==> config.mk <==
export PLATFORM = sky130hd
export DESIGN_NAME = i2c_master_subaddr_sequencer
export DESIGN_NICKNAME = d
export VERILOG_FILES = /design/src/rtl/i2c_seq_pkg.sv /design/src/rtl/i2c_master_subaddr_sequencer.sv
export VERILOG_INCLUDE_DIRS = /design/src /design/src/rtl
export SDC_FILE = /design/constraint.sdc
export NUM_CORES = 1
export LEC_CHECK = 0
export BUFFER_PORTS_ARGS = -buffer_cell sky130_fd_sc_hd__buf_2
export CELL_PAD_IN_SITES_DETAIL_PLACEMENT = 1
export CELL_PAD_IN_SITES_GLOBAL_PLACEMENT = 2
export CORE_MARGIN = 8
export CORE_UTILIZATION = 32
export DETAILED_ROUTE_END_ITERATION = 7
export PLACE_DENSITY_LB_ADDON = 0.1
export SYNTH_ARGS = -nofsm -noshare
export SYNTH_HDL_FRONTEND = slang
export SYNTH_SLANG_ARGS = --single-unit
==> constraint.sdc <==
create_clock -name clk_i -period 2.4 [get_ports clk_i]
set_input_delay 0.36 -clock clk_i [delete_from_list [all_inputs] [get_ports clk_i]]
set_output_delay 0.36 -clock clk_i [all_outputs]
set_load 0.02 [all_outputs]
==> src/rtl/assert_macros.svh <==
// Assertion macros shared by the sequencer RTL.
// Needs clk_i and rst_ni in the scope where a macro is used.
`ifndef ASSERT_MACROS_SVH
`define ASSERT_MACROS_SVH

// Check a property on every rising clock edge outside reset.
`define ASSERT_CLK(lbl, prop, msg) \
  lbl: assert property (@(posedge clk_i) disable iff (!rst_ni) (prop)) else $error(msg);

// Check that a property holds in the cycle after a trigger.
`define ASSERT_NEXT(lbl, trig, prop, msg) \
  lbl: assert property (@(posedge clk_i) disable iff (!rst_ni) (trig) |=> (prop)) \
    else $error(msg);

`endif

==> src/rtl/i2c_seq_pkg.sv <==
// Types and constants of the I2C sub-address transfer sequencer.
// No dependencies; used by i2c_master_subaddr_sequencer.
`default_nettype none

package i2c_seq_pkg;

  // Width of the remaining byte counter
  localparam int unsigned CountWidth = 16;

  // Operation codes
  localparam logic [1:0] OpStartRead  = 2'd0;
  localparam logic [1:0] OpStartWrite = 2'd1;
  localparam logic [1:0] OpEvent      = 2'd2;

  // Sub-address forms
  localparam logic [1:0] SubTwoBytes = 2'd2;
  localparam logic [1:0] SubPaged    = 2'd3;

  // Sub-address phase
  localparam logic [1:0] PhaseNone  = 2'd0;
  localparam logic [1:0] PhaseRead  = 2'd1;
  localparam logic [1:0] PhaseWrite = 2'd2;

  // Transfer status
  localparam logic [1:0] XferBusy  = 2'd0;
  localparam logic [1:0] XferOk    = 2'd1;
  localparam logic [1:0] XferError = 2'd2;

  // Engine status codes, low three bits dropped
  localparam logic [7:0] StStart       = 8'h08;
  localparam logic [7:0] StRepStart    = 8'h10;
  localparam logic [7:0] StAddrWrAck   = 8'h18;
  localparam logic [7:0] StAddrWrNack  = 8'h20;
  localparam logic [7:0] StDataWrAck   = 8'h28;
  localparam logic [7:0] StDataWrNack  = 8'h30;
  localparam logic [7:0] StArbLost     = 8'h38;
  localparam logic [7:0] StAddrRdAck   = 8'h40;
  localparam logic [7:0] StAddrRdNack  = 8'h48;
  localparam logic [7:0] StDataRdAck   = 8'h50;
  localparam logic [7:0] StDataRdNack  = 8'h58;
  localparam logic [7:0] StatusMask    = 8'hF8;

  // Control register bits
  localparam logic [6:0] CtrlAck    = 7'h04;
  localparam logic [6:0] CtrlIrq    = 7'h08;
  localparam logic [6:0] CtrlStop   = 7'h10;
  localparam logic [6:0] CtrlStart  = 7'h20;
  localparam logic [6:0] CtrlEnable = 7'h40;

  localparam logic [7:0] AddrRdMask = 8'hFE;

  typedef struct packed {
    logic [1:0]  operation;
    logic [7:0]  device_address;
    logic [1:0]  subaddr_type;
    logic [15:0] subaddr;
    logic [15:0] byte_count;
    logic [7:0]  status_code;
    logic [7:0]  rx_byte;
    logic [7:0]  tx_byte;
  } in_item_t;

  typedef struct packed {
    logic [7:0] send_byte;
    logic       send_valid;
    logic       data_consumed;
    logic [6:0] control_set;
    logic [6:0] control_clear;
    logic [7:0] rx_data;
    logic       rx_valid;
    logic [1:0] transfer_status;
  } out_item_t;

endpackage

`default_nettype wire

==> src/rtl/i2c_master_subaddr_sequencer.sv <==
// Status-driven I2C master sequencer for sub-address reads and writes.
// Depends on i2c_seq_pkg and assert_macros.svh.
//
// One item per clock cycle while the skid entry is empty: each start
// command or engine status event is decoded in the cycle it is accepted
// and its result lands in an output register, with one skid entry behind
// it so an item is still taken while a result waits. Transfer state (slave
// byte, sub-address, counters, phase, done flag) updates at acceptance, so
// the next item sees it at once.
`default_nettype none

module i2c_master_subaddr_sequencer (
  input  wire logic                   clk_i,
  input  wire logic                   rst_ni,
  input  wire logic                   in_valid_i,
  output logic                        in_stall_o,
  input  wire i2c_seq_pkg::in_item_t  in_item_i,
  output logic                        out_valid_o,
  input  wire logic                   out_stall_i,
  output i2c_seq_pkg::out_item_t      out_item_o
);
  import i2c_seq_pkg::*;

  // Transfer state
  logic [7:0]            slave_byte_q, slave_byte_d;
  logic [15:0]           subaddr_reg_q, subaddr_reg_d;
  logic [1:0]            subaddr_left_q, subaddr_left_d;
  logic [CountWidth-1:0] bytes_left_q, bytes_left_d;
  logic [1:0]            subaddr_phase_q, subaddr_phase_d;
  logic [1:0]            done_flag_q, done_flag_d;

  // Output register and skid entry
  logic      out_valid_q, out_valid_d;
  logic      skid_valid_q, skid_valid_d;
  out_item_t out_item_q, out_item_d;
  out_item_t skid_item_q, skid_item_d;

  logic                  in_fire;
  out_item_t             res;
  logic [CountWidth-1:0] cnt;
  logic [CountWidth-1:0] rx_left;
  logic [7:0]            stat;
  logic [7:0]            rd_bit;
  logic [7:0]            page_bits;
  logic                  fail;

  assign in_fire = in_valid_i && !in_stall_o;
  assign cnt     = CountWidth'(in_item_i.byte_count);
  assign stat    = in_item_i.status_code & StatusMask;
  assign rd_bit  = (in_item_i.operation == OpStartRead) ? 8'd1 : 8'd0;
  assign page_bits = {4'd0, in_item_i.subaddr[10:8], 1'b0};
  assign rx_left = (bytes_left_q != '0) ? (bytes_left_q - CountWidth'(1)) : bytes_left_q;

  // Decode one item against the current transfer state
  always_comb begin
    res             = '0;
    fail            = 1'b0;
    slave_byte_d    = slave_byte_q;
    subaddr_reg_d   = subaddr_reg_q;
    subaddr_left_d  = subaddr_left_q;
    bytes_left_d    = bytes_left_q;
    subaddr_phase_d = subaddr_phase_q;
    done_flag_d     = done_flag_q;

    if (in_item_i.operation == OpStartRead || in_item_i.operation == OpStartWrite) begin
      if (cnt == '0) begin
        fail = 1'b1;
      end else begin
        if (in_item_i.subaddr_type == SubPaged) begin
          slave_byte_d   = in_item_i.device_address + page_bits + rd_bit;
          subaddr_reg_d  = {8'd0, in_item_i.subaddr[7:0]};
          subaddr_left_d = 2'd1;
        end else begin
          slave_byte_d   = in_item_i.device_address + rd_bit;
          subaddr_reg_d  = in_item_i.subaddr;
          subaddr_left_d = (in_item_i.subaddr_type == SubTwoBytes) ? 2'd2 : 2'd1;
        end
        bytes_left_d      = cnt;
        subaddr_phase_d   = (in_item_i.operation == OpStartRead) ? PhaseRead : PhaseWrite;
        done_flag_d       = XferBusy;
        res.control_clear = CtrlStart | CtrlIrq | CtrlAck;
        res.control_set   = CtrlEnable | CtrlStart;
      end
    end else if (in_item_i.operation == OpEvent) begin
      unique case (stat) inside
        StStart: begin
          res.send_byte     = (subaddr_phase_q == PhaseRead) ? (slave_byte_q & AddrRdMask)
                                                             : slave_byte_q;
          res.send_valid    = 1'b1;
          res.control_clear = CtrlStart | CtrlIrq;
        end
        StRepStart: begin
          res.send_byte     = slave_byte_q;
          res.send_valid    = 1'b1;
          res.control_clear = CtrlStart | CtrlIrq;
        end
        StAddrWrAck, StDataWrAck: begin
          if (subaddr_phase_q == PhaseNone) begin
            // Data phase: send the next buffered byte or stop
            if (bytes_left_q != '0) begin
              res.send_byte     = in_item_i.tx_byte;
              res.send_valid    = 1'b1;
              res.data_consumed = 1'b1;
              res.control_clear = CtrlStart | CtrlIrq;
              bytes_left_d      = bytes_left_q - CountWidth'(1);
            end else begin
              res.control_set   = CtrlStop;
              res.control_clear = CtrlStart | CtrlIrq;
              done_flag_d       = XferOk;
            end
          end else if (subaddr_phase_q == PhaseRead || subaddr_phase_q == PhaseWrite) begin
            // Sub-address bytes, high byte first
            if (subaddr_left_q == 2'd2) begin
              res.send_byte     = subaddr_reg_q[15:8];
              res.send_valid    = 1'b1;
              res.control_clear = CtrlStart | CtrlIrq;
              subaddr_left_d    = 2'd1;
            end else if (subaddr_left_q == 2'd1) begin
              res.send_byte     = subaddr_reg_q[7:0];
              res.send_valid    = 1'b1;
              res.control_clear = CtrlStart | CtrlIrq;
              subaddr_left_d    = 2'd0;
              if (subaddr_phase_q == PhaseWrite) begin
                subaddr_phase_d = PhaseNone;
              end
            end else if (subaddr_left_q == 2'd0 && subaddr_phase_q == PhaseRead) begin
              // Sub-address done: issue the repeated start for the read
              res.control_clear = CtrlIrq;
              res.control_set   = CtrlStart;
              subaddr_phase_d   = PhaseNone;
            end
          end
        end
        StAddrRdAck: begin
          if (bytes_left_q <= CountWidth'(1)) begin
            res.control_clear = CtrlStart | CtrlIrq | CtrlAck;
          end else begin
            res.control_set   = CtrlAck;
            res.control_clear = CtrlStart | CtrlIrq;
          end
        end
        StAddrWrNack, StDataWrNack, StArbLost, StAddrRdNack: begin
          res.control_clear = CtrlStart | CtrlIrq;
          done_flag_d       = XferError;
        end
        StDataRdAck: begin
          // Store the byte; NACK the next one if it is the last
          res.rx_data  = in_item_i.rx_byte;
          res.rx_valid = 1'b1;
          bytes_left_d = rx_left;
          if (rx_left == CountWidth'(1)) begin
            res.control_clear = CtrlStart | CtrlIrq | CtrlAck;
          end else begin
            res.control_set   = CtrlAck;
            res.control_clear = CtrlStart | CtrlIrq;
          end
        end
        StDataRdNack: begin
          res.rx_data       = in_item_i.rx_byte;
          res.rx_valid      = 1'b1;
          res.control_set   = CtrlStop;
          res.control_clear = CtrlStart | CtrlIrq;
          done_flag_d       = XferOk;
        end
        default: begin
        end
      endcase
    end

    res.transfer_status = fail ? XferError : done_flag_d;
  end

  // Advance the output register and skid entry
  always_comb begin
    out_valid_d  = out_valid_q;
    out_item_d   = out_item_q;
    skid_valid_d = skid_valid_q;
    skid_item_d  = skid_item_q;
    if (!out_valid_q || !out_stall_i) begin
      if (skid_valid_q) begin
        out_valid_d  = 1'b1;
        out_item_d   = skid_item_q;
        skid_valid_d = 1'b0;
      end else begin
        out_valid_d = in_fire;
        out_item_d  = res;
      end
    end else if (in_fire) begin
      skid_valid_d = 1'b1;
      skid_item_d  = res;
    end
  end

  // Control and transfer state
  always_ff @(posedge clk_i or negedge rst_ni) begin
    if (!rst_ni) begin
      out_valid_q     <= 1'b0;
      skid_valid_q    <= 1'b0;
      slave_byte_q    <= '0;
      subaddr_reg_q   <= '0;
      subaddr_left_q  <= '0;
      bytes_left_q    <= '0;
      subaddr_phase_q <= PhaseNone;
      done_flag_q     <= XferBusy;
    end else begin
      out_valid_q  <= out_valid_d;
      skid_valid_q <= skid_valid_d;
      if (in_fire) begin
        slave_byte_q    <= slave_byte_d;
        subaddr_reg_q   <= subaddr_reg_d;
        subaddr_left_q  <= subaddr_left_d;
        bytes_left_q    <= bytes_left_d;
        subaddr_phase_q <= subaddr_phase_d;
        done_flag_q     <= done_flag_d;
      end
    end
  end

  // Result payload
  always_ff @(posedge clk_i) begin
    out_item_q  <= out_item_d;
    skid_item_q <= skid_item_d;
  end

  assign in_stall_o  = skid_valid_q;
  assign out_valid_o = out_valid_q;
  assign out_item_o  = out_item_q;

`include "assert_macros.svh"

  `ASSERT_CLK(a_skid_behind_out, !skid_valid_q || out_valid_q, "skid entry without output item")
  `ASSERT_CLK(a_subaddr_left_range, subaddr_left_q != 2'd3, "sub-address count out of range")
  `ASSERT_CLK(a_rx_send_excl, !out_valid_o || !(out_item_o.rx_valid && out_item_o.send_valid), "received and sent byte in one item")
  `ASSERT_NEXT(a_event_no_count_up, in_fire && in_item_i.operation == OpEvent, bytes_left_q <= $past(bytes_left_q), "byte count grew on a status event")

endmodule

`default_nettype wire

### Word-level counts from Yosys, hierarchy flattened

Index checks and enable logic that the tools add are counted.

* output and inout bits: 37
* bits of input ports: 72
* bits in registers: 118

* muxes and demuxes: 72
* add/sub/neg operators: 4
* equality and inequality tests: 25
* bitwise logic cells: 2
* $lt $le $gt $ge: 1
* reductions and logical operators: 29

Operators with widths (number)
* 16-bit two-way mux: 6
* 14-bit two-way mux: 4
* 7-bit one-hot mux with 4 select lines: 2
* 2-bit two-way mux: 27
* 9-bit two-way mux: 6
* 35-bit two-way mux: 1
* 33-bit two-way mux: 1
* 16-bit one-hot mux with 2 select lines: 1
* 9-bit one-hot mux with 3 select lines: 1
* 5-bit by 3-bit equality test with 1-bit output, second input constant: 4
* 5-bit by 4-bit equality test with 1-bit output, second input constant: 4
* 10-bit two-way mux: 2
* 8-bit by 1-bit adder with 8-bit output: 2
* 16-bit by 1-bit equality test with 1-bit output, second input constant: 1
* 16-bit by 1-bit less-or-equal comparator with 1-bit output, second input constant: 1
* 16-bit zero test: 1
* 16-bit nonzero test: 1
* 16-bit by 1-bit subtractor with 16-bit output, second input constant: 1
* 7-bit two-way mux: 2
* 13-bit two-way mux: 1
* 3-bit two-way mux: 4
* 6-bit two-way mux: 2
* 2-bit equality test, second input constant: 5
* 5-bit by 2-bit equality test with 1-bit output, second input constant: 2
* 24 further kinds: 51

### Logic depth before layout (Yosys ltp)

* depth after elaboration: 11
* depth in mapped cells: 13
* depth with buffers taken out: 10

### Worst setup path before layout

Ideal clock, no wire load.

* path type: register -> register
* from: register out_valid_q, in the netlist out_valid_o
* to: register skid_item_q[0] (netlist name), enable pin
* library setup time: 0.413 ns
* cell stages (with the launch flop): 3
* path slack: -0.457 ns
* required time: 1.987 ns
* path buffers: 0
* arrival time: 2.444 ns
* cell sequence: dfrtp_1 > nand2_1 > nor2_1

* longest elaborated chain between the ends: 4

Ends and longest elaborated chain
* from (decl): line i2c_master_subaddr_sequencer.sv:33 `logic out_valid_q, out_valid_d;`
* from (signal assigned): line i2c_master_subaddr_sequencer.sv:206 `out_valid_q <= out_valid_d;`
* 1-bit zero test: line i2c_master_subaddr_sequencer.sv:179 `if (!out_valid_q || !out_stall_i) begin`
* 1-bit logical OR: line i2c_master_subaddr_sequencer.sv:179
* 1-bit inverter (no line)
* 2-bit AND reduction (no line)
* to (signal assigned): line i2c_master_subaddr_sequencer.sv:222 `skid_item_q <= skid_item_d;`
* to (decl): line i2c_master_subaddr_sequencer.sv:36 `out_item_t skid_item_q, skid_item_d;`

No other way between the ends.
A chain may end at the register's enable or synchronous reset.

==> impl_results.md <==
- Sum Neg Setup Slack: -0.798 ns
- Total number of vias: around 5.1k
- R2R depth: 6
- HP Class: in -> reg
- Clock Path Buffers: 2
- # setup viols final: 5
- Worst Slack Setup Final: -0.192 ns
- Combinational power share: 0.282
- Synth Cell Area: between 0.005 and 0.006 mm2
- Final ANT Viol Nets: 0
- Area grow syn2layout: 32.9%
- Synthesized instance count: roughly 570
- Sequential share of power: 0.429
- Placed Instances: 974
- Slew at the pin with the worst max-slew slack: 0.572 ns
- Met2 wire length: about 9000 um
- Hold path start: in_item_i[47]
- Crit. End Element: flop
- Worst flop-to-flop path endpoint: skid_item_q[13]$_DFFE_PP_
- Starting Density: 0.324
- Most numerous cell in the Yosys netlist: nand2_1
- Yosys cell types: 65
- Sink Count: 104
- Worst setup SP type: flop
- Hold Fails Final Rpt: 0
- Slew Viols, Final: 0
- Final hold slack: ~0.19 ns
- I/O Buffers: 98
- Top post-synthesis cells by count: nand2_1 (100), edfxtp_1 (56), dfrtp_1 (48)
- Layout cells sized above 1: 0.360
- Leakage: 3.32 nW
- Worst skew pair latency: ~0.37 ns
- Status: complete, but fails checks
- Worst EP arrival: between 2 and 3 ns
- Switching Power: 1.70 mW
- CP most frequent cell: or4_4
- Reg clk slew, reported paths: ~0.090 ns
- Main area contributors after synthesis: edfxtp_1 (29%), dfrtp_1 (21%), nand2_1 (6.5%), mux2_2 (3.9%), ha_1 (3.3%)
- Max Used Layer: met4
- Yosys top cell by area: edfxtp_1
- RD Place Congestion: 0.865
- Sw Share: 0.331
- Hold path endpoint: subaddr_reg_q[7]$_DFFE_PN0P_
- # nets final: 850
- CP max stage delay: between 0.5 and 0.6 ns
- Core ar.: ~0.018 mm2
- Worst slew margin: 0.619
- CTS tree: yes
- Drt pass-1 iters: 4
- Rows: just under 50
- Overall power: around 5 mW
- Pint: ~3.4 mW
- Chip height: around 150 um
- Die ar.: approximately 0.023 mm2
- Critical R2R Launch: bytes_left_q[9]$_DFFE_PN0P_
- Antenna violations before repair: 0
- Synth warn: 0
- Failing checks: setup timing
- FFs w/ async S/R, synth: 0.462
- Clk network pwr share: 0.289
- H-tree Lvls: 3
- Buf/Inv on CP: 0
- Slowest stage cell, crit path: or4_4
- Worst R2R Setup Slack: -0.19 ns
- Root Buffer: clkbuf_16
- Crit path kind: reg -> reg
- # Max-Cap Violations: 0
- RSZ-0062 raised after global routing: yes
- Sequential element share of the synthesized area: 0.499
- Largest fanout on the critical path: 4
- DR WL met3: around 750 um
- Mean area per synthesized cell: approximately 10 um2
- Die width: 150 um
- Synthesis-stage register bit count: 104
- Total Routed Length: roughly 19000 um
- Final Cycle Share: 1.08
- Post-DR wirelength/cell: about 19 um
- Remaining DRCs: 0
- HPWL Detailed: approximately 15000 um
- Vias in the first global route: about 5.5k
- TritonCTS buffer count: 9
- Overflow after GRT: 0
- All-Layer GR Usage: 0.172
- Clock skew: between 0.01 and 0.015 ns
- # fillers: approximately 2k
- Cell breakdown of the critical path: or4_4 -> or4_4 -> a221oi_2 -> nand4bb_1 -> o21ai_2 -> a21boi_2
- Post-Layout Cell Count: roughly 1000
- First-pass GRT wire length: 30400 um
- IO Count: about 110
- Critical Path RT: approximately 2.6 ns
- Placed Area: 0.00723 mm2
- Largest net degree at the start of global routing: 40
- ANT cells: 0
- Fin crit period: between 2 and 3 ns
- Top-area cell type share of the netlist area: 0.291
- Fmax achieved: 386 MHz
- EDFF count, synth: between 50 and 60
- Peak VDD IR: ~0.33 mV
- Final non-filler cell area: about 0.0077 mm2
- M1 wire length: a little over 9000 um
- Power density cells: 670 mW/mm2
- Vias per std cell: 5.16
- DRT iter0 DRCs: between 200 and 250
- Top_reg_cell synth: edfxtp_1
- Worst hold stages: 3
- Top cell family by delay on the critical path: simple AND/OR/NAND/NOR gates
worst max-delay path by stage:
stage | from | endpoint | cells after the start
6_report | bytes_left_q[9]$_DFFE_PN0P_ | skid_item_q[13]$_DFFE_PP_ | 6
5_1_grt | bytes_left_q[9]$_DFFE_PN0P_ | out_item_o[20]$_DFFE_PN_ | 6
4_1_cts | bytes_left_q[9]$_DFFE_PN0P_ | out_item_o[20]$_DFFE_PN_ | 6
3_5_place_dp | in_item_i[32] | bytes_left_q[8]$_DFFE_PN0P_ | 8
3_3_place_gp | in_item_i[32] | bytes_left_q[15]$_DFFE_PN0P_ | 7
2_1_floorplan | bytes_left_q[8]$_DFFE_PN0P_ | out_item_o[1]$_DFFE_PN_ | 7
cell usage in the layout (no fill, tap or decap), types with 4 or more instances in the layout:
cell type  instances
nor3_1            10
a21oi_1           19
or4_1              9
conb_1             7
nand3_1           19
a22o_1            11
nor3b_1            4
clkbuf_16          9
dfrtp_1           48
buf_4            106
inv_1             12
o21a_1             6
o31ai_1            7
and3_1            10
nor2_1            34
a221o_1            5
xor2_1             6
or4_4              5
and2_1             4
ha_1              13
buf_2             98
nand2b_1           7
o21ai_0           30
nand4_1            8
o21ai_1            4
nor4_1             6
mux2_2            20
nor2b_1            7
a32oi_1           14
edfxtp_1          56
nand2_1           99
worst reg2reg max path: stages, from the launching register on:
cell,delay [ns]
dfrtp_1,0.39
or4_4,0.59
or4_4,0.55
a221oi_2,0.25
nand4bb_1,0.26
o21ai_2,0.23
a21boi_2,0.18
sequential cells by signal, indices dropped and copies added (netlist names), 2 cells and up, named ones only:
signal / flops
out_item_o: 28
skid_item_q: 28
subaddr_reg_q: 16
bytes_left_q: 15
slave_byte_q: 8
done_flag_q: 2
subaddr_left_q: 2
subaddr_phase_q: 2
metrics by stage:
stage	utilization	worst slack, ns
after global placement	0.405	-0.260
final	0.430	-0.192
after floorplan	-	-0.104
after CTS	0.424	-0.156
after global routing	0.430	-0.294
after detailed placement	0.405	-0.272
final cells by class:
cell class                 instances  area (um2)  area share
sequential                       104        2880       0.376
inverter                          14        52.6     0.00685
timing repair buffer             211        1390       0.181
multi-input combinational        422        2770       0.361
clock inverter                     7        63.8     0.00832
clock buffer                       9         225      0.0294
tap                              229         287      0.0374
logic make-up (layout without fill, tap and decap cells):
kind of cell | Yosys count | in the layout | share of synthesized area
fa+ha+maj | 16 | 16 | 0.0360
xor+xnor | 9 | 9 | 0.0137
flops | 104 | 104 | 0.499
other cells | 1 | 7 | 0.000650
mux | 20 | 20 | 0.0390
simple gates | 243 | 243 | 0.210
buf+inv | 54 | 241 | 0.0436
compound gates | 127 | 127 | 0.158
power groups by stage:
| stage | registers [mW] | clock network, mW | logic (mW) |
|---|---|---|---|
| final | 2.21 | 1.49 | 1.45 |
| after global routing | 2.23 | 1.57 | 1.60 |
| after CTS | 2.20 | 1.52 | 1.42 |
| after detailed placement | 2.24 | 0 | 1.40 |
| after global placement | 2.23 | 0 | 1.37 |
| after floorplan | 2.30 | 0 | 0.697 |
repair_timing:
action,4_1_cts,5_1_grt
hold endpoints to repair,3,0
resized for setup,6,20
pin swaps,8,4
setup buffers,1,4
gates cloned,0,0
hold buffers,1,0
endpoints found under the setup margin,21,22
layer usage:
metal | GRT usage | up-vias
met5 | 0 | -
met1 | 0.233 | 2540
li1 | - | 2487
met3 | 0.0268 | 16
met2 | 0.276 | 97
met4 | 0.0515 | 0
Power figures use the tool's default switching activity.
